## src/design/hafp_pkg.sv

```systemverilog
`timescale 1ns / 1ps
`default_nettype none
// ----------------------------------------------------------------------------
// hafp_pkg
// Shared widths, register codes, configuration record, sequencer states and
// multiply-accumulate request type for the hybrid axis force PI loop.
// ----------------------------------------------------------------------------
package hafp_pkg;

    localparam int unsigned DATA_W    = 32;
    localparam int unsigned PERIOD_W  = 24;
    localparam int unsigned ALPHA_W   = 16;
    localparam int unsigned LIMIT_W   = 31;
    localparam int unsigned REG_IDX_W = 3;

    // shared multiplier: 33 x 33 signed, accumulator holds four products
    localparam int unsigned OP_W   = DATA_W + 1;
    localparam int unsigned PROD_W = 2 * OP_W;
    localparam int unsigned ACC_W  = PROD_W + 2;

    localparam logic [ALPHA_W:0] ALPHA_MAX = 17'd65470;
    localparam logic [ALPHA_W:0] ALPHA_ONE = 17'd65536;

    typedef enum logic [REG_IDX_W-1:0] {
        REG_PROP_GAIN    = 3'd0,
        REG_INTEG_GAIN   = 3'd1,
        REG_VEL_DAMPING  = 3'd2,
        REG_FF_GAIN      = 3'd3,
        REG_INTEG_LIMIT  = 3'd4,
        REG_OUTPUT_LIMIT = 3'd5,
        REG_FILTER_ALPHA = 3'd6
    } t_reg_idx;

    typedef struct packed {
        logic [DATA_W-1:0]  prop_gain;
        logic [DATA_W-1:0]  integ_gain;
        logic [DATA_W-1:0]  vel_damping;
        logic [DATA_W-1:0]  feedforward_gain;
        logic [LIMIT_W-1:0] integ_limit;
        logic [LIMIT_W-1:0] output_limit;
        logic [ALPHA_W-1:0] filter_alpha;
    } t_cfg;

    localparam t_cfg CFG_RESET = '{
        prop_gain:        32'd65536,
        integ_gain:       32'd0,
        vel_damping:      32'd327680,
        feedforward_gain: 32'd65536,
        integ_limit:      31'd655360,
        output_limit:     31'd1966080,
        filter_alpha:     16'd62259
    };

    typedef enum logic [1:0] {
        ACC_HOLD,
        ACC_LOAD,
        ACC_ADD,
        ACC_SUB
    } t_acc_op;

    typedef struct packed {
        logic [OP_W-1:0] op_a;
        logic [OP_W-1:0] op_b;
        t_acc_op         acc_op;
    } t_mac_req;

    typedef enum logic [3:0] {
        ST_IDLE,
        ST_F0,
        ST_F1,
        ST_F2,
        ST_F3,
        ST_ERR,
        ST_I0,
        ST_I1,
        ST_I2,
        ST_P0,
        ST_P1,
        ST_P2,
        ST_P3,
        ST_P4,
        ST_CMD
    } t_state;

endpackage
`default_nettype wire

```

## src/design/hafp_mac.sv

```systemverilog
`timescale 1ns / 1ps
`default_nettype none
// ----------------------------------------------------------------------------
// hafp_mac
// Shared signed 33x33 multiplier with a registered product and a wide
// accumulator that holds, loads, adds or subtracts the previous cycle's product.
// ----------------------------------------------------------------------------
module hafp_mac (
    input  wire logic                               i_clk,
    input  wire hafp_pkg::t_mac_req                 i_req,
    output logic signed [hafp_pkg::ACC_W-1:0]       o_acc
);

    logic signed [hafp_pkg::OP_W-1:0]   w_a;
    logic signed [hafp_pkg::OP_W-1:0]   w_b;
    logic signed [hafp_pkg::PROD_W-1:0] r_prod;
    logic signed [hafp_pkg::ACC_W-1:0]  w_prod_ext;
    logic signed [hafp_pkg::ACC_W-1:0]  r_acc;
    logic signed [hafp_pkg::ACC_W-1:0]  n_acc;

    assign w_a        = $signed(i_req.op_a);
    assign w_b        = $signed(i_req.op_b);
    assign w_prod_ext = hafp_pkg::ACC_W'(r_prod);
    assign o_acc      = r_acc;

    always_comb begin
        unique case (i_req.acc_op)
            hafp_pkg::ACC_HOLD: n_acc = r_acc;
            hafp_pkg::ACC_LOAD: n_acc = w_prod_ext;
            hafp_pkg::ACC_ADD:  n_acc = r_acc + w_prod_ext;
            hafp_pkg::ACC_SUB:  n_acc = r_acc - w_prod_ext;
            default:            n_acc = r_acc;
        endcase
    end

    always_ff @(posedge i_clk) begin
        r_prod <= w_a * w_b;
        r_acc  <= n_acc;
    end

endmodule
`default_nettype wire

```

## config.mk

```make
export PLATFORM = sky130hd
export DESIGN_NAME = hafp_mac
export DESIGN_NICKNAME = d
export VERILOG_FILES = /design/src/design/hafp_pkg.sv /design/src/design/hafp_mac.sv
export SDC_FILE = /design/constraint.sdc
export NUM_CORES = 2
export LEC_CHECK = 0
export BUFFER_PORTS_ARGS = -buffer_cell sky130_fd_sc_hd__buf_4
export CAP_MARGIN = 20
export CORE_MARGIN = 4
export CORE_UTILIZATION = 70
export CTS_CLUSTER_DIAMETER = 120
export DETAILED_ROUTE_END_ITERATION = 8
export PLACE_DENSITY = 0.88
export RECOVER_POWER = 100
export SYNTH_ARGS = -nofsm -noshare
export SYNTH_HDL_FRONTEND = slang
export SYNTH_SLANG_ARGS = --single-unit
```

## constraint.sdc

```tcl
create_clock -name i_clk -period 18.9 [get_ports i_clk]
set_clock_uncertainty 0.2 [all_clocks]
set_input_delay 1.89 -clock i_clk [delete_from_list [all_inputs] [get_ports i_clk]]
set_output_delay 1.89 -clock i_clk [all_outputs]
set_load 0.05 [all_outputs]
```

* Word-level counts from Yosys, hierarchy flattened
Cells that the tools add are included.
** Word-level totals
- Word-level logic and storage cells :: 10
- Flip-flop bits (word level) :: 134
- Bits of input ports :: 69
- Output and inout bits :: 68
** Operators by class
- Add/subtract/negate cells :: 2
- $mul :: 1
- Eq/ne operators :: 3
- Mux-type cells :: 1
- Reductions and logical operators :: 1
** Operators by type and width (number)
- case mux 68 bit (3 select lines) :: 1
- adder 68 x 66 -> 68 bit :: 1
- subtractor 68 x 66 -> 68 bit :: 1
- multiplier 33 x 33 -> 66 bit :: 1
- == test 2 bit, second input constant :: 2
- == test 2 x 1 -> 1 bit, second input constant :: 1
- logical NOT 2 bit :: 1

* Longest topological paths before layout
- Depth after elaboration :: 2
- Mapped depth :: 30
- Gate-level depth less buffers :: 29

* Worst setup path before layout
OpenSTA, ideal clock, no wires.
- Path kind :: input to register
- Start :: in i_req[67] (netlist bit)
- End :: reg r_prod[65] (netlist bit)
- Library setup time :: 0.118 ns
- Slack :: 9.182 ns
- Cell stages on the path :: 25
- Path buffers :: 1
- Arrival time :: 9.400 ns
- Data required time :: 18.582 ns
- Path through :: clkbuf_1 > nand2_1 > inv_1 > fa_1 > fa_1 > fa_1 > inv_1 > fa_1 > inv_1 > fa_1 > fa_1 > fa_1 > inv_1 > fa_1 > inv_1 > ha_1 > a21o_1 > a21o_1 > a21oi_1 > nand2_1 > o31ai_1 > o31ai_1 > a211o_1 > a31o_2 > xnor2_1
** Between the ends
- Longest elaborated chain between the ends :: 1
** Ends and longest elaborated chain
- start, declared :: line hafp_mac.sv:10 : input wire hafp_pkg::t_mac_req i_req,
- multiplier 33 x 33 -> 66 bit :: line hafp_mac.sv:37 : r_prod <= w_a * w_b;
- end signal, assigned :: line hafp_mac.sv:37
- end, declared :: line hafp_mac.sv:16 : logic signed [hafp_pkg::PROD_W-1:0] r_prod;
Every way passes these cells.
A chain may end at the register's enable or synchronous reset.

* Final worst setup path
- Start :: in i_req[35] (netlist bit)
- End :: reg r_prod[61] (netlist bit)
Same word-level chain as after synthesis.

==> summary.md <==
| Metric | Value |
|---|---|
| Cell repeated most along the worst path | fa_1 |
| CTS H-tree depth | 4 |
| Clock sink total | 134 |
| Met2 Resource Use GR | 0.5863 |
| Setup slack at placement | 8275 ps |
| Yosys reg bits | 134 |
| Global-route track usage on met3 | 0.1372 |
| CP Capture Type | flip-flop |
| Max Fclk | 0.09241 GHz |
| Worst Setup Slack, final | 8078 ps |
| Post-DR wirelength/cell | 22.31 µm |
| Nets | 6,640 |
| Synth warnings | 0 |
| Synth async-reset ratio | 0 |
| Layer carrying the most global-route usage | met2 |
| Failing checks | capacitance limit, slew limit |
| Skew-Pair Late Insertion Delay | 440 ps |
| Met1 Use GR | 0.4912 |
| Multi-input gate area | 39,580 µm² |
| Max-Cap Viols | 5 |
| Final setup TNS | 0 ps |
| Drt total wl | 134,600 µm |
| Slowest stage delay, CP | 1610 ps |
| Commonest register cell after synthesis | edfxtp_1 |
| GP Congestion | 0.9994 |
| Ant. Diodes | 0 |
| Root buf cell | clkbuf_16 |
| # resized after CTS | 0 |
| Post-route ant nets | 0 |
| Clock Path Buffers | 2 |
| Row count | 96 |
| Crit Path Category | input pin to flip-flop |
| Synth unique cells | 79 |
| Sequential fraction of the synthesis area | 0.06959 |
| Post-Syn Area | 48,330 µm² |
| CTS tree | built |
| Final std cells w/o fill | 6,035 |
| CTS Hold Bufs | 0 |
| Final hold vios | 0 |
| Initial antenna violation count | 2 |
| First-pass GRT wire length | 215,500 µm |
| Area growth, synth to finish | 3.127% |
| Bufs and invs on worst path | 4 |
| Starting Density | 0.7059 |
| Slowest-stage cell, CP | clkbuf_1 |
| Vias | 36,910 |
| Largest net degree at the start of global routing | 69 |
| Slew @ Worst Pin | 4118 ps |
| Crit-path max FO | 33 |
| Vias in the first global route | 40,560 |
| CTS clk-pin slew, worst paths | 60 ps |
| Number of synthesized flops with an enable pin | 68 |
| Avg Cell Area, Syn | 9.221 µm² |
| Die Area | 73,310 µm² |
| GRT Util Overall | 0.3769 |
| IO Pins | 137 |
| Fill cell count | 4,848 |
| Delay-heaviest family, CP | adder cells |
| Syn Inst Count | 5,241 |
| FF/Latch Area | 3363 µm² |
| Worst EP arrival | 10,940 ps |
| GRT overflow | 0 |
| Detailed Route Iter0 Violations | 3,960 |
| DRC | 0 |
| Drt first pass iters | 6 |
| Die X | 270.8 µm |
| Cts bufs inserted | 17 |
| Cells after DPL | 6,002 |
| Status | complete, but fails checks |
| Fin crit share | 0.5726 |
| Tmin final | 10,820 ps |
| Hold Path Class | flip-flop to flip-flop |
| Max-slew headroom | -1.746 |
| RSZ-0062 raised after global routing | no |
| IO buf count | 136 |
| Postcts setup bufs | 0 |
| Die H | 270.8 µm |
| Proportion of layout cells with a drive suffix above 1 | 0.03357 |
| CP required | 19,020 ps |
| Via/cell ratio | 6.116 |
| Post-Syn Nets | 6,741 |
| Core Region | 68,470 µm² |
| Slew Viols, Final | 204 |
| Final HPWL DP | 104,100 µm |
| Startpoint Class | input pin |
| Final setup viols | 0 |
cell usage after synthesis, types with 5 or more instances:
cell / number / share of area
buf_2: 5 / 0.00052
o211ai_1: 6 / 0.00093
or4_1: 9 / 0.0014
xnor2_1: 122 / 0.022
nor2_1: 99 / 0.0077
and2_1: 546 / 0.071
o31ai_1: 24 / 0.0037
ha_1: 285 / 0.074
and3_1: 16 / 0.0021
inv_1: 1162 / 0.090
xor2_1: 76 / 0.014
nor3_1: 30 / 0.0031
a311oi_1: 5 / 0.00091
or3_1: 8 / 0.0010
mux2i_1: 5 / 0.0010
clkbuf_1: 252 / 0.020
nand4_1: 27 / 0.0035
o221ai_1: 5 / 0.00091
fa_1: 1146 / 0.47
o31a_1: 5 / 0.00091
a21oi_1: 179 / 0.019
nand2_1: 637 / 0.049
edfxtp_1: 68 / 0.042
o2111ai_1: 5 / 0.00091
o21ai_0: 86 / 0.0089
o21bai_1: 24 / 0.0037
a31oi_1: 16 / 0.0021
mux2_2: 54 / 0.013
a21o_1: 88 / 0.014
nand3_1: 38 / 0.0039
nand2b_1: 23 / 0.0030
dfxtp_1: 66 / 0.027
a211oi_1: 14 / 0.0022
nor2b_1: 16 / 0.0021
o21a_1: 10 / 0.0016
per-layer routing:
layer / vias up / part of all wire
li1: 15480 / -
met1: 18340 / 0.36
met5: - / 0.00043
met3: 579 / 0.14
met4: 4 / 0.050
met2: 2508 / 0.45
state kept, by name, indices dropped and copies added (netlist names):
signal / cells
o_acc: 68
r_prod: 66
layout make-up:
class | count | share of cell area
Multi-Input combinational cell | 3681 | 0.7942
Inverter | 1163 | 0.08759
Sequential cell | 134 | 0.06748
Tap cell | 882 | 0.02214
Timing Repair Buffer | 143 | 0.01589
Clock buffer | 21 | 0.009238
Clock inverter | 11 | 0.003439
path summary, 6_finish.rpt:
| path | cells past startpoint | slack (ps) | endpoint | startpoint |
|---|---|---|---|---|
| setup reg to reg | 22 | 11480 | o_acc[67]$_DFFE_PP_ | r_prod[0]$_DFF_P_ |
| hold reg to reg | 1 | 400 | o_acc[47]$_DFFE_PP_ | r_prod[47]$_DFF_P_ |
| setup / recovery | 25 | 8080 | r_prod[61]$_DFF_P_ | i_req[35] |
| hold / removal | 1 | 400 | o_acc[47]$_DFFE_PP_ | r_prod[47]$_DFF_P_ |
cells by family (layout without fill, tap and decap cells):
kind of cell | after synthesis | count (layout) | synth area share
buffers and inverters | 1426 | 1338 | 0.1114
muxes | 59 | 59 | 0.01362
xor gates and xnor gates | 198 | 198 | 0.03588
AOI/OAI and AO/OA | 508 | 508 | 0.06646
and+or+nand+nor | 1485 | 1485 | 0.1545
adders and majority gates | 1431 | 1431 | 0.5485
DFF | 134 | 134 | 0.06959
through the flow:
stage | hold slack, ps | instance area, µm² | util
2_1_floorplan | 362.3 | 48330 | -
3_3_place_gp | 382.0 | 49480 | 0.7228
3_5_place_dp | 397.6 | 49480 | 0.7228
4_1_cts | 404.6 | 50120 | 0.7320
5_1_grt | 432.2 | 49840 | 0.7280
6_report | 403.8 | 49840 | 0.7280
worst reg2reg max path, cell delays in order (launching register included):
cell and delay [ps]:
dfxtp_1 330, inv_1 80, ha_1 200, nand3b_1 100, or3_1 320, or4_1 580
nor2_1 330, nand3_1 200, or2_2 330, o31ai_1 260, xor2_1 140, ha_1 420
nand4_1 160, or4_1 540, a2111oi_0 1110, o2111ai_1 290, a2111oi_0 490, clkbuf_1 240
or3_1 140, a21oi_1 80, xnor2_1 270, mux2i_1 270, a211oi_2 90
layout by cell type (no fill, tap or decap), types with 53 or more instances in the layout:
master / instances
inv_1: 1162
fa_1: 1146
nand2_1: 636
and2_1: 541
ha_1: 285
a21oi_1: 179
xnor2_1: 122
nor2_1: 98
a21o_1: 88
o21ai_0: 87
clkbuf_1: 77
xor2_1: 76
buf_4: 68
edfxtp_1: 68
dfxtp_1: 66
mux2_2: 53
Power is left out: the tool's default activity adds up to more than one toggle a clock period on the data nets, which glitch-free logic cannot reach.
