==> src/design/hafp_pkg.sv <==
`timescale 1ns / 1ps
`default_nettype none
// ----------------------------------------------------------------------------
// hafp_pkg
// Shared widths, register codes, configuration record, sequencer states and
// multiply-accumulate request type for the hybrid axis force PI loop.
// ----------------------------------------------------------------------------
package hafp_pkg;

    localparam int unsigned DATA_W    = 32;
    localparam int unsigned PERIOD_W  = 24;
    localparam int unsigned ALPHA_W   = 16;
    localparam int unsigned LIMIT_W   = 31;
    localparam int unsigned REG_IDX_W = 3;

    // shared multiplier: 33 x 33 signed, accumulator holds four products
    localparam int unsigned OP_W   = DATA_W + 1;
    localparam int unsigned PROD_W = 2 * OP_W;
    localparam int unsigned ACC_W  = PROD_W + 2;

    localparam logic [ALPHA_W:0] ALPHA_MAX = 17'd65470;
    localparam logic [ALPHA_W:0] ALPHA_ONE = 17'd65536;

    typedef enum logic [REG_IDX_W-1:0] {
        REG_PROP_GAIN    = 3'd0,
        REG_INTEG_GAIN   = 3'd1,
        REG_VEL_DAMPING  = 3'd2,
        REG_FF_GAIN      = 3'd3,
        REG_INTEG_LIMIT  = 3'd4,
        REG_OUTPUT_LIMIT = 3'd5,
        REG_FILTER_ALPHA = 3'd6
    } t_reg_idx;

    typedef struct packed {
        logic [DATA_W-1:0]  prop_gain;
        logic [DATA_W-1:0]  integ_gain;
        logic [DATA_W-1:0]  vel_damping;
        logic [DATA_W-1:0]  feedforward_gain;
        logic [LIMIT_W-1:0] integ_limit;
        logic [LIMIT_W-1:0] output_limit;
        logic [ALPHA_W-1:0] filter_alpha;
    } t_cfg;

    localparam t_cfg CFG_RESET = '{
        prop_gain:        32'd65536,
        integ_gain:       32'd0,
        vel_damping:      32'd327680,
        feedforward_gain: 32'd65536,
        integ_limit:      31'd655360,
        output_limit:     31'd1966080,
        filter_alpha:     16'd62259
    };

    typedef enum logic [1:0] {
        ACC_HOLD,
        ACC_LOAD,
        ACC_ADD,
        ACC_SUB
    } t_acc_op;

    typedef struct packed {
        logic [OP_W-1:0] op_a;
        logic [OP_W-1:0] op_b;
        t_acc_op         acc_op;
    } t_mac_req;

    typedef enum logic [3:0] {
        ST_IDLE,
        ST_F0,
        ST_F1,
        ST_F2,
        ST_F3,
        ST_ERR,
        ST_I0,
        ST_I1,
        ST_I2,
        ST_P0,
        ST_P1,
        ST_P2,
        ST_P3,
        ST_P4,
        ST_CMD
    } t_state;

endpackage
`default_nettype wire

==> src/design/hafp_cfg_if.sv <==
`timescale 1ns / 1ps
`default_nettype none
// ----------------------------------------------------------------------------
// hafp_cfg_if
// Configuration write channel: valid/ready, register index and write data.
// ----------------------------------------------------------------------------
interface hafp_cfg_if;
    logic                                  valid;
    logic                                  ready;
    logic [hafp_pkg::REG_IDX_W-1:0]        index;
    logic [hafp_pkg::DATA_W-1:0]           data;

    modport source (
        output valid, index, data,
        input  ready
    );
    modport sink (
        input  valid, index, data,
        output ready
    );
endinterface
`default_nettype wire

==> src/design/hafp_cfg_regs.sv <==
`timescale 1ns / 1ps
`default_nettype none
// ----------------------------------------------------------------------------
// hafp_cfg_regs
// Gain, limit and filter registers, written one beat at a time by index.
// ----------------------------------------------------------------------------
module hafp_cfg_regs (
    input  wire logic          i_clk,
    input  wire logic          i_rst_n,
    hafp_cfg_if.sink           i_cfg,
    output hafp_pkg::t_cfg     o_cfg
);

    hafp_pkg::t_cfg r_cfg;
    hafp_pkg::t_cfg n_cfg;

    assign i_cfg.ready = 1'b1;
    assign o_cfg       = r_cfg;

    always_comb begin
        n_cfg = r_cfg;
        if (i_cfg.valid) begin
            unique case (i_cfg.index)
                hafp_pkg::REG_PROP_GAIN:    n_cfg.prop_gain        = i_cfg.data;
                hafp_pkg::REG_INTEG_GAIN:   n_cfg.integ_gain       = i_cfg.data;
                hafp_pkg::REG_VEL_DAMPING:  n_cfg.vel_damping      = i_cfg.data;
                hafp_pkg::REG_FF_GAIN:      n_cfg.feedforward_gain = i_cfg.data;
                hafp_pkg::REG_INTEG_LIMIT:
                    n_cfg.integ_limit  = i_cfg.data[hafp_pkg::LIMIT_W-1:0];
                hafp_pkg::REG_OUTPUT_LIMIT:
                    n_cfg.output_limit = i_cfg.data[hafp_pkg::LIMIT_W-1:0];
                hafp_pkg::REG_FILTER_ALPHA:
                    n_cfg.filter_alpha = i_cfg.data[hafp_pkg::ALPHA_W-1:0];
                default: n_cfg = r_cfg;
            endcase
        end
    end

    always_ff @(posedge i_clk) begin
        if (!i_rst_n) begin
            r_cfg <= hafp_pkg::CFG_RESET;
        end else begin
            r_cfg <= n_cfg;
        end
    end

endmodule
`default_nettype wire

==> src/flat_wrapper.sv <==
// flat-port wrapper written by rule: the top's interface ports become plain ports
module hafp_cfg_regs_flat 
  (i_clk, i_rst_n, o_cfg, i_cfg_valid, i_cfg_index, i_cfg_data, i_cfg_ready);
  hafp_cfg_if i_cfg_i ();
  input  wire logic i_clk;
  input  wire logic i_rst_n;
  output hafp_pkg::t_cfg o_cfg;
  input wire logic [$bits(i_cfg_i.valid)-1:0] i_cfg_valid;
  input wire logic [$bits(i_cfg_i.index)-1:0] i_cfg_index;
  input wire logic [$bits(i_cfg_i.data)-1:0] i_cfg_data;
  output wire logic [$bits(i_cfg_i.ready)-1:0] i_cfg_ready;
  assign i_cfg_i.valid = i_cfg_valid;
  assign i_cfg_i.index = i_cfg_index;
  assign i_cfg_i.data = i_cfg_data;
  assign i_cfg_ready = i_cfg_i.ready;
  hafp_cfg_regs u_core (.i_clk(i_clk), .i_rst_n(i_rst_n), .i_cfg(i_cfg_i), .o_cfg(o_cfg));
endmodule
==> config.mk <==
export PLATFORM = sky130hd
export DESIGN_NAME = hafp_cfg_regs_flat
export DESIGN_NICKNAME = d
export VERILOG_FILES = /design/src/design/hafp_pkg.sv /design/src/design/hafp_cfg_if.sv /design/src/design/hafp_cfg_regs.sv /design/src/flat_wrapper.sv
export SDC_FILE = /design/constraint.sdc
export NUM_CORES = 1
export LEC_CHECK = 0
export ABC_AREA = 1
export BUFFER_PORTS_ARGS = -buffer_cell sky130_fd_sc_hd__buf_2
export CAP_MARGIN = 20
export CORE_MARGIN = 4
export CORE_UTILIZATION = 46
export CTS_CLUSTER_DIAMETER = 150
export CTS_CLUSTER_SIZE = 20
export DETAILED_ROUTE_END_ITERATION = 16
export PLACE_DENSITY_LB_ADDON = 0.2
export SYNTH_ARGS = -nofsm -noshare
export SYNTH_HDL_FRONTEND = slang
export SYNTH_SLANG_ARGS = --single-unit
==> constraint.sdc <==
create_clock -name i_clk -period 1.02 [get_ports i_clk]
set_clock_uncertainty 0.15 [all_clocks]
set_input_delay 0.051 -clock i_clk [delete_from_list [all_inputs] [get_ports i_clk]]
set_output_delay 0.051 -clock i_clk [all_outputs]
set_load 0.02 [all_outputs]
# Yosys cells after proc, flatten, opt, wreduce, memory -nomap -nowiden
# Cells that the tools add are included.
# word_totals
regBits	206
input_bits	38
wordCells	21
# op_classes
n_eq_ne	6
n_reduce_logical	8
# ops
operator	n
2-bit AND reduction	7
3-bit == test (second input constant)	3
3-bit by 2-bit == test with 1-bit output (second input constant)	2
3-bit by 1-bit == test with 1-bit output (second input constant)	1
3-bit zero test	1

# Logic depth before layout (Yosys ltp)
# Gate-level depths: netlist (run 1).
# depth
ltp_word	2
mapped_depth	7
mapped_depth_nobuf	5

# Least setup slack after synthesis (run 1)
# OpenSTA, ideal clock, no wires.
# synth_timing
kind	in2reg
start	input port i_cfg_index[0]
end	register u_core.r_cfg (netlist bit u_core.o_cfg[61])
required_time_ns	0.757
path_stages	5
slack_ns	-0.050
t_arrival_ns	0.807
path_buffers	1
path_cell_list	nor2_1 -> clkbuf_1 -> nand3_1 -> nand2_1 -> nor2_1
# synth_between
elab_chain_cells	2
# synth_rtl
element	line	source
from (decl)	flat_wrapper.sv:9	input wire logic [$bits(i_cfg_i.index)-1:0] i_cfg_index;
3-bit == test	hafp_cfg_regs.sv:23	unique case (i_cfg.index)
2-bit AND reduction (no line)	-	
to (signal assigned)	hafp_cfg_regs.sv:41	r_cfg <= hafp_pkg::CFG_RESET;
to (signal assigned)	hafp_cfg_regs.sv:43	r_cfg <= n_cfg;
to (decl)	hafp_cfg_regs.sv:14	hafp_pkg::t_cfg r_cfg;
# No other way between the ends.
# A chain may end at the register's enable or synchronous reset.

# Worst setup path after layout (run 1)
# layout_timing
start	register u_core.r_cfg (netlist bit u_core.o_cfg[27])
end	output port o_cfg[27] (netlist name)
# layout_rtl
element	line	source
to (decl)	flat_wrapper.sv:7	output hafp_pkg::t_cfg o_cfg;
# No word-level cell between the ends.

==> impl_results.html, run 1 <==
<table>
<tr><th>Metric</th><th>Value</th></tr>
<tr><th colspan="2">Worst setup path</th></tr>
<tr><td>Slowest stage cell, crit path</td><td>dfxtp_2</td></tr>
<tr><td>Startpoint type of the worst setup path</td><td>flop</td></tr>
<tr><td>CP bufs+invs</td><td>1</td></tr>
<tr><td>Largest delay contributor family on the critical path</td><td>flip-flops</td></tr>
<tr><td>CP required</td><td>just over 0.8 ns</td></tr>
<tr><td>Worst endpoint data arrival time</td><td>approximately 1 ns</td></tr>
<tr><td>Crit path cell chain</td><td>buf_6</td></tr>
<tr><td>Largest stage delay on the critical path</td><td>roughly 0.37 ns</td></tr>
<tr><td>Worst Path Max Fanout</td><td>2</td></tr>
<tr><td>Category of the most critical setup path</td><td>reg2out</td></tr>
<tr><td>Sort of element at the end of the critical path</td><td>output port</td></tr>
<tr><td>Setup slack on the worst flop-to-flop path</td><td>0.04 ns</td></tr>
<tr><th colspan="2">Drt</th></tr>
<tr><td>DRC violations left</td><td>0</td></tr>
<tr><td>Wire length after detailed routing</td><td>between 30 and 40 mm</td></tr>
<tr><td>Count of nets left with antenna violations after detail routing</td><td>0</td></tr>
<tr><td>Number of violations reported at the end of detailed-routing iteration 0</td><td>a little under 800</td></tr>
<tr><td>Post-detailed-route wirelength per cell</td><td>approximately 18 um</td></tr>
<tr><td>TritonRoute pass-1 iters</td><td>7</td></tr>
<tr><td>Vias post-DR</td><td>about 8700</td></tr>
<tr><td>Average vias per placed instance</td><td>roughly 5.2</td></tr>
<tr><th colspan="2">Synth</th></tr>
<tr><td>Area share of the leading cell type in the synthesized netlist</td><td>between 50% and 60%</td></tr>
<tr><td>Post-synthesis sequential area ratio</td><td>51.45%</td></tr>
<tr><td>Synth Cell Area</td><td>roughly 0.008 mm^2</td></tr>
<tr><td>Mean area per synthesized cell</td><td>between 6 and 7 um^2</td></tr>
<tr><td>Top cells by area, synth</td><td>dfxtp_1, nor2_1, nand3_1, nand2_1, buf_2</td></tr>
<tr><td>Post-synth top area cell</td><td>dfxtp_1</td></tr>
<tr><td>Cells after Synth</td><td>between 1000 and 1500</td></tr>
<tr><td>Seq cells post-synth</td><td>206</td></tr>
<tr><td>Number of distinct library cell variants in the gate-level netlist after synthesis</td><td>14</td></tr>
<tr><td>Number of nets produced by synthesis</td><td>1191</td></tr>
<tr><td>Count of warnings emitted by yosys</td><td>0</td></tr>
<tr><th colspan="2">Global routing</th></tr>
<tr><td>GR Overflow Total</td><td>0</td></tr>
<tr><td>Number of antenna violations at the first check in global routing</td><td>2</td></tr>
<tr><td>Total routing resource utilization after global routing</td><td>between 20% and 30%</td></tr>
<tr><td>Number of global-route vias before repair</td><td>slightly above 8000</td></tr>
<tr><td>Largest net degree at the start of global routing</td><td>46</td></tr>
<tr><td>Global-route wire length before repair</td><td>around 45 mm</td></tr>
<tr><th colspan="2">Clock tree</th></tr>
<tr><td>CTS buffer count</td><td>14</td></tr>
<tr><td>TritonCTS clock tree</td><td>built</td></tr>
<tr><td>Worst skew pair latency</td><td>0.47 ns</td></tr>
<tr><td>Largest buffer count on any clock path</td><td>3</td></tr>
<tr><td>Clock sink count</td><td>between 200 and 250</td></tr>
<tr><td>Worst-path clk slew</td><td>roughly 0.090 ns</td></tr>
<tr><td>Number of levels the H-tree was split into</td><td>1</td></tr>
<tr><td>Clock root buffer master</td><td>clkbuf_16</td></tr>
<tr><th colspan="2">Timing</th></tr>
<tr><td>Smallest setup slack after layout</td><td>-0.1606 ns</td></tr>
<tr><td>Fmax</td><td>roughly 850 MHz</td></tr>
<tr><td>RSZ-0062 raised after global routing</td><td>true</td></tr>
<tr><td>Final worst hold slack</td><td>-0.02405 ns</td></tr>
<tr><td>Final period util</td><td>115.7%</td></tr>
<tr><td>Final min period</td><td>1.181 ns</td></tr>
<tr><td>Final setup fails</td><td>about 220</td></tr>
<tr><td>Number of endpoints with negative hold slack in the final report</td><td>6</td></tr>
<tr><td>Number of max-slew violations in the final report</td><td>0</td></tr>
<tr><th colspan="2">Layout</th></tr>
<tr><td>Final std cells w/o fill</td><td>1672</td></tr>
<tr><td>Max FFs per register</td><td>about 210</td></tr>
<tr><td>Nets@finish</td><td>about 1500</td></tr>
<tr><td>Area Growth Syn to Fin</td><td>59.52%</td></tr>
<tr><td>Leading cell type in the layout, fill and taps excluded</td><td>nor2_1</td></tr>
<tr><td>Share of final-layout standard cells stronger than drive strength 1</td><td>between 40% and 50%</td></tr>
<tr><td>Leading cell types in the layout, fill and taps excluded</td><td>nor2_1, nand2_1, buf_6</td></tr>
<tr><td>Filler Cells Inserted</td><td>1266</td></tr>
<tr><th colspan="2">Power and ir drop</th></tr>
<tr><td>Overall Power</td><td>approximately 17 mW</td></tr>
<tr><td>Internal power contribution</td><td>between 10 and 15 mW</td></tr>
<tr><td>Fraction of power spent switching nets</td><td>a little over a quarter</td></tr>
<tr><td>Power dissipated by switching net loads</td><td>around 4.7 mW</td></tr>
<tr><td>Power share of the combinational group</td><td>about 18%</td></tr>
<tr><td>Clock network fraction of total power</td><td>a little under a third</td></tr>
<tr><td>Power density over the cells</td><td>approximately 1300 mW/mm^2</td></tr>
<tr><td>Sequential share of power</td><td>between 50 and 60%</td></tr>
<tr><td>Leakage</td><td>5.724 nW</td></tr>
<tr><td>Peak supply drop</td><td>between 1000 and 1500 uV</td></tr>
<tr><th colspan="2">Run status</th></tr>
<tr><td>Run status</td><td>finished with violations</td></tr>
<tr><td>Failing checks</td><td>hold timing, setup timing</td></tr>
<tr><th colspan="2">Floorplan</th></tr>
<tr><td>Die Footprint</td><td>a little under 0.02 mm^2</td></tr>
<tr><td>Starting density of the core</td><td>a little under half</td></tr>
<tr><td>Total core area</td><td>0.01718 mm^2</td></tr>
<tr><td>Die Span Y</td><td>140 um</td></tr>
<tr><td>Number of rows in the core area</td><td>48</td></tr>
<tr><td>Io pins</td><td>around 250</td></tr>
<tr><td>Die boundary width</td><td>around 140 um</td></tr>
<tr><th colspan="2">Worst hold path</th></tr>
<tr><td>Worst hold path class</td><td>in2reg</td></tr>
<tr><th colspan="2">Placed design</th></tr>
<tr><td>Port-buffer cells</td><td>around 240</td></tr>
<tr><td>Post-detail-place hpwl</td><td>18.25 mm</td></tr>
<tr><td>Instance count after placement with tap cells included</td><td>between 1500 and 2000</td></tr>
<tr><td>Routability congestion estimate from global placement</td><td>approximately 0.82</td></tr>
<tr><td>Pre-CTS setup slack</td><td>-0.2382 ns</td></tr>
<tr><th colspan="2">Run</th></tr>
<tr><td>Reported max-cap violation count</td><td>0</td></tr>
</table>
==> worst paths after layout <==
path                                       start                 to  depth (start not counted)
worst max-delay path            u_core.o_cfg[27]          o_cfg[27]                          1
worst min-delay path              i_cfg_index[2]  u_core.o_cfg[115]                          6
worst max register to register  u_core.o_cfg[84]   u_core.o_cfg[84]                          4
worst min register to register  u_core.o_cfg[13]   u_core.o_cfg[13]                          2
==> final cells by class <==
cell class | instances | area (um^2) | share of cell area [%]
Antenna cell | 1 | 2.502 | 0.01957
Clock inverter | 1 | 16.27 | 0.1272
Inverter | 38 | 183.9 | 1.438
Tap cell | 225 | 281.5 | 2.202
Timing Repair Buffer | 359 | 4036 | 31.57
Clock buffer | 15 | 375.4 | 2.936
Multi-Input combinational cell | 827 | 3501 | 27.38
Sequential cell | 206 | 4389 | 34.33
==> power by group through the flow <==
| stage | Clock (mW) | Sequential [mW] | Combinational (mW) |
|---|---|---|---|
| after floorplan | 0 | 8.99 | 1.01 |
| after global placement | 0 | 8.66 | 2.35 |
| after detailed placement | 0 | 8.66 | 2.38 |
| after CTS | 5.51 | 8.60 | 2.82 |
| after global routing | 5.79 | 8.63 | 3.25 |
| final | 5.44 | 8.60 | 3.05 |
==> cell usage after synthesis <==
library cell  number
o21ai_0            1
nor2_1           381
nor2_4             1
buf_4              2
buf_2             48
dfxtp_1          206
nor2_2             1
inv_1             35
clkbuf_1          17
conb_1             1
nand3_1          206
buf_1             15
inv_2              3
nand2_1          236
==> layer usage <==
| metal | wire [um] | part of all wire, % | global-route usage, % | vias up |
|---|---|---|---|---|
| li1 | - | - | - | 4166 |
| met1 | 11950 | 39 | 37.44 | 4040 |
| met2 | 14750 | 48 | 48.24 | 456 |
| met3 | 2845 | 9.3 | 6.760 | 80 |
| met4 | 1104 | 3.6 | 8.771 | 2 |
| met5 | 13 | 0.042 | 0 | - |
==> repair_timing <==
item,in CTS,in global routing
hold buffers,33,3
gates cloned,0,5
endpoints found under the hold margin,206,12
pin swaps,0,8
gates resized for setup,618,46
endpoints found under the setup margin,206,315
buffers inserted,10,14
==> tightest hold or removal path, delay by kind of cell <==
family / cells / cell delay (ns)
buffers and inverters: 2 / 0.27
and+or+nand+nor: 4 / 0.24
==> per-stage QoR <==
stage / util, % / setup TNS [ns] / area [um^2]
floorplan: - / 0 / 8019
global placement: 58.25 / -34.64 / 10000
detailed placement: 58.25 / -38.46 / 10000
CTS: 71.89 / -26.42 / 12350
global route: 74.44 / -31.02 / 12790
finish: 74.44 / -24.83 / 12790
==> kinds of logic (layout without fill, tap and decap cells) <==
family	count (synthesis)	after routing	share of synthesized area [%]
flip-flops	206	206	51.45
AO/OA/AOI/OAI	1	1	0.06238
AND/OR/NAND/NOR	825	825	41.98
buffers and inverters	120	413	6.463
other	1	2	0.04679
Note: power is estimated with default switching activity, not from simulation.
==> run 2, diff against run 1 <==
--- a/config.mk
+++ b/config.mk
@@ -9,7 +9,8 @@
 export BUFFER_PORTS_ARGS = -buffer_cell sky130_fd_sc_hd__buf_2
 export CAP_MARGIN = 20
 export CORE_MARGIN = 4
-export CORE_UTILIZATION = 46
+export CORE_UTILIZATION = 48
+export CTS_BUF_LIST = sky130_fd_sc_hd__clkbuf_4
 export CTS_CLUSTER_DIAMETER = 150
 export CTS_CLUSTER_SIZE = 20
 export DETAILED_ROUTE_END_ITERATION = 16
==> run 2 against run 1 <==
  * The run still ends with hold timing, setup timing left
  * Global-route usage up 1.3 points
  * Clock power down 40%
  * Cell count down 0.42%
==> impl_results.html, run 2 (synthesized netlist as in run 1, its figures left out) <==
<table>
<tr><th>Metric</th><th>Value</th></tr>
<tr><th colspan="2">Worst setup path</th></tr>
<tr><td>Worst endpoint data arrival time</td><td>1.18 ns (was 0.98 ns)</td></tr>
<tr><td>Category of the most critical setup path</td><td>reg2out (unchanged)</td></tr>
<tr><td>CP bufs+invs</td><td>1 (unchanged)</td></tr>
<tr><td>CP required</td><td>0.82 ns (about the same)</td></tr>
<tr><td>Setup slack on the worst flop-to-flop path</td><td>0.13 ns (was 0.04 ns)</td></tr>
<tr><td>Capturing instance or port of the critical path</td><td>o_cfg[29] (was o_cfg[27])</td></tr>
<tr><td>Sort of element at the end of the critical path</td><td>output port (unchanged)</td></tr>
<tr><td>R2r startpoint</td><td>u_core.o_cfg[146] (was u_core.o_cfg[84])</td></tr>
<tr><td>Worst Path Max Fanout</td><td>2 (unchanged)</td></tr>
<tr><td>Path length in cells of the critical path</td><td>1 (unchanged)</td></tr>
<tr><td>Slowest stage cell, crit path</td><td>dfxtp_2 (unchanged)</td></tr>
<tr><td>Crit path cell chain</td><td>buf_6 (unchanged)</td></tr>
<tr><td>Number of cells on the worst reg-to-reg path</td><td>3 (was 4)</td></tr>
<tr><td>Largest delay contributor family on the critical path</td><td>flip-flops (unchanged)</td></tr>
<tr><td>Endpoint of the worst-slack reg-to-reg timing path</td><td>u_core.o_cfg[146] (was u_core.o_cfg[84])</td></tr>
<tr><td>Largest stage delay on the critical path</td><td>0.41 ns (was 0.37 ns)</td></tr>
<tr><td>Launching instance or port of the critical path</td><td>u_core.o_cfg[29] (was u_core.o_cfg[27])</td></tr>
<tr><td>Startpoint type of the worst setup path</td><td>flop (unchanged)</td></tr>
<tr><th colspan="2">Run</th></tr>
<tr><td>Reported max-cap violation count</td><td>0 (unchanged)</td></tr>
<tr><th colspan="2">Floorplan</th></tr>
<tr><td>Die boundary width</td><td>137.2 um (was 140 um)</td></tr>
<tr><td>Die Footprint</td><td>0.01883 mm^2 (was 0.01960 mm^2)</td></tr>
<tr><td>Starting density of the core</td><td>49.74% (was 46.66%)</td></tr>
<tr><td>Total core area</td><td>0.01612 mm^2 (was 0.01718 mm^2)</td></tr>
<tr><td>Io pins</td><td>245 (unchanged)</td></tr>
<tr><td>Die Span Y</td><td>137.2 um (was 140 um)</td></tr>
<tr><td>Number of rows in the core area</td><td>46 (was 48)</td></tr>
<tr><th colspan="2">Drt</th></tr>
<tr><td>Count of nets left with antenna violations after detail routing</td><td>0 (unchanged)</td></tr>
<tr><td>Average vias per placed instance</td><td>5.271 (was 5.230)</td></tr>
<tr><td>Vias post-DR</td><td>8777 (was 8744)</td></tr>
<tr><td>DRC violations left</td><td>0 (unchanged)</td></tr>
<tr><td>Wire length after detailed routing</td><td>29.74 mm (was 30.66 mm)</td></tr>
<tr><td>TritonRoute pass-1 iters</td><td>5 (was 7)</td></tr>
<tr><td>Number of violations reported at the end of detailed-routing iteration 0</td><td>794 (was 772)</td></tr>
<tr><td>Post-detailed-route wirelength per cell</td><td>17.86 um (was 18.34 um)</td></tr>
<tr><th colspan="2">Timing</th></tr>
<tr><td>Final min period</td><td>1.383 ns (was 1.181 ns)</td></tr>
<tr><td>Final period util</td><td>135.6% (was 115.7%)</td></tr>
<tr><td>Final setup fails</td><td>220 (was 219)</td></tr>
<tr><td>Smallest setup slack after layout</td><td>-0.3630 ns (was -0.1606 ns)</td></tr>
<tr><td>Number of endpoints with negative hold slack in the final report</td><td>197 (was 6)</td></tr>
<tr><td>Fmax</td><td>723.1 MHz (was 847.0 MHz)</td></tr>
<tr><td>Number of max-slew violations in the final report</td><td>0 (unchanged)</td></tr>
<tr><td>RSZ-0062 raised after global routing</td><td>true (unchanged)</td></tr>
<tr><td>Final worst hold slack</td><td>-0.1889 ns (was -0.02405 ns)</td></tr>
<tr><th colspan="2">Clock tree</th></tr>
<tr><td>Worst skew pair latency</td><td>0.63 ns (was 0.47 ns)</td></tr>
<tr><td>Number of levels the H-tree was split into</td><td>1 (unchanged)</td></tr>
<tr><td>Clock sink count</td><td>206 (unchanged)</td></tr>
<tr><td>Largest buffer count on any clock path</td><td>3 (unchanged)</td></tr>
<tr><td>Worst-path clk slew</td><td>0.20 ns (was 0.09 ns)</td></tr>
<tr><td>TritonCTS clock tree</td><td>built (unchanged)</td></tr>
<tr><td>Clock root buffer master</td><td>clkbuf_4 (was clkbuf_16)</td></tr>
<tr><td>CTS buffer count</td><td>14 (unchanged)</td></tr>
<tr><th colspan="2">Placed design</th></tr>
<tr><td>Instance count after placement with tap cells included</td><td>1585 (was 1592)</td></tr>
<tr><td>Post-detail-place hpwl</td><td>18.14 mm (was 18.25 mm)</td></tr>
<tr><td>Routability congestion estimate from global placement</td><td>0.8740 (was 0.8227)</td></tr>
<tr><td>Port-buffer cells</td><td>243 (unchanged)</td></tr>
<tr><th colspan="2">Power and ir drop</th></tr>
<tr><td>Power share of the combinational group</td><td>19.9% (was 17.8%)</td></tr>
<tr><td>Overall Power</td><td>14.85 mW (was 17.09 mW)</td></tr>
<tr><td>Sequential share of power</td><td>58.0% (was 50.3%)</td></tr>
<tr><td>Power dissipated by switching net loads</td><td>4.412 mW (was 4.698 mW)</td></tr>
<tr><td>Fraction of power spent switching nets</td><td>29.71% (was 27.49%)</td></tr>
<tr><td>Power density over the cells</td><td>1205 mW/mm^2 (was 1336 mW/mm^2)</td></tr>
<tr><td>Clock network fraction of total power</td><td>22.0% (was 31.8%)</td></tr>
<tr><td>Leakage</td><td>5.588 nW (was 5.724 nW)</td></tr>
<tr><td>Internal power contribution</td><td>10.44 mW (was 12.39 mW)</td></tr>
<tr><td>Peak supply drop</td><td>1106 uV (was 1316 uV)</td></tr>
<tr><th colspan="2">Global routing</th></tr>
<tr><td>Largest net degree at the start of global routing</td><td>41 (was 46)</td></tr>
<tr><td>Total routing resource utilization after global routing</td><td>30.24% (was 28.92%)</td></tr>
<tr><td>Number of global-route vias before repair</td><td>8295 (was 8084)</td></tr>
<tr><td>Number of antenna violations at the first check in global routing</td><td>2 (unchanged)</td></tr>
<tr><td>GR Overflow Total</td><td>0 (unchanged)</td></tr>
<tr><td>Global-route wire length before repair</td><td>44.74 mm (was 45.46 mm)</td></tr>
<tr><th colspan="2">Worst hold path</th></tr>
<tr><td>Instance count along the most critical hold path</td><td>6 (unchanged)</td></tr>
<tr><td>Worst hold path class</td><td>in2reg (unchanged)</td></tr>
<tr><th colspan="2">Layout</th></tr>
<tr><td>Max FFs per register</td><td>206 (unchanged)</td></tr>
<tr><td>Nets@finish</td><td>1485 (was 1484)</td></tr>
<tr><td>Leading cell types in the layout, fill and taps excluded</td><td>nor2_1, nand2_1, buf_6 (unchanged)</td></tr>
<tr><td>Final std cells w/o fill</td><td>1665 (was 1672)</td></tr>
<tr><td>Area Growth Syn to Fin</td><td>53.76% (was 59.52%)</td></tr>
<tr><td>Share of final-layout standard cells stronger than drive strength 1</td><td>38.29% (was 40.94%)</td></tr>
<tr><td>Leading cell type in the layout, fill and taps excluded</td><td>nor2_1 (unchanged)</td></tr>
<tr><th colspan="2">Run status</th></tr>
<tr><td>Run status</td><td>finished with violations (unchanged)</td></tr>
<tr><td>Failing checks</td><td>hold timing, setup timing (unchanged)</td></tr>
</table>
[run 2: changes by cell type in the layout (fill, tap and decap cells not counted), moves of 8 or more]
cell           previous run  this run
clkbuf_16                20         1
nand3_1                 189       205
nand3_2                  17         1
clkbuf_4                  0        15
dlygate4sd3_1            32        45
clkinvlp_4               11         0
inv_1                    23        34
buf_4                    43        35
[run 2: timing repair]
action	CTS	global route
hold buffers	47	6
pin swaps	0	2
gates resized for setup	618	5
endpoints found under the setup margin	206	412
endpoints found under the hold margin	206	203
buffers inserted	3	13
gates cloned	0	1
[run 2: worst min path at each step]
stage / startpoint / to / slack [ns]
5_1_grt: i_cfg_index[2] / u_core.o_cfg[92] / -0.19
6_report: i_cfg_index[2] / u_core.o_cfg[93] / -0.19
3_5_place_dp: i_cfg_data[1] / u_core.o_cfg[1] / 0.13
2_1_floorplan: i_cfg_data[16] / u_core.o_cfg[126] / 0.01
4_1_cts: i_cfg_index[2] / u_core.o_cfg[93] / -0.23
3_3_place_gp: i_cfg_data[20] / u_core.o_cfg[36] / 0.13
[run 2: cell type report]
cell class                      instances  area [um^2]
Timing Repair Buffer                  360         3970
Clock buffer                           15        112.6
Inverter                               38        145.1
Clock inverter                          1        16.27
Tap cell                              216        270.3
Fill cell                            1128         3791
Sequential cell                       206         4382
Antenna cell                            2        5.005
Multi-Input combinational cell        827         3423
[run 2: per-stage QoR]
step	setup TNS, ns	area, um^2	setup WS, ns	util, %
final	-65.20	12320	-0.3630	76.48
after global routing	-79.85	12320	-0.4183	76.48
after CTS	-98.94	12200	-0.3840	75.71
after detailed placement	-35.03	10030	-0.3092	62.26
after global placement	-28.27	10030	-0.2012	62.26
after floorplan	0	8019	0.006375	-
[run 2: worst register-to-register path, stage by stage (launching register included)]
cell and delay [ns]:
dfxtp_2 0.37, buf_4 0.13, nor2_1 0.10, nor2_1 0.06
[run 2: power groups by stage]
stage | sequential [mW] | clock, mW | combinational, mW
2_1_floorplan | 8.99 | 0 | 1.01
3_3_place_gp | 8.65 | 0 | 2.36
3_5_place_dp | 8.66 | 0 | 2.39
4_1_cts | 8.61 | 3.33 | 2.85
5_1_grt | 8.65 | 3.59 | 3.16
6_report | 8.62 | 3.27 | 2.96
[run 2: per-layer routing]
metal  routed length [um]  part of all wire (%)  vias to the layer above  global-route usage, %
met3                 2953                   9.9                       87                  7.305
li1                     -                     -                     4162                      -
met1                11260                    38                     4064                  38.31
met5                    0                     0                        -                      0
met2                14440                    49                      464                  50.11
met4                 1077                   3.6                        0                  11.31
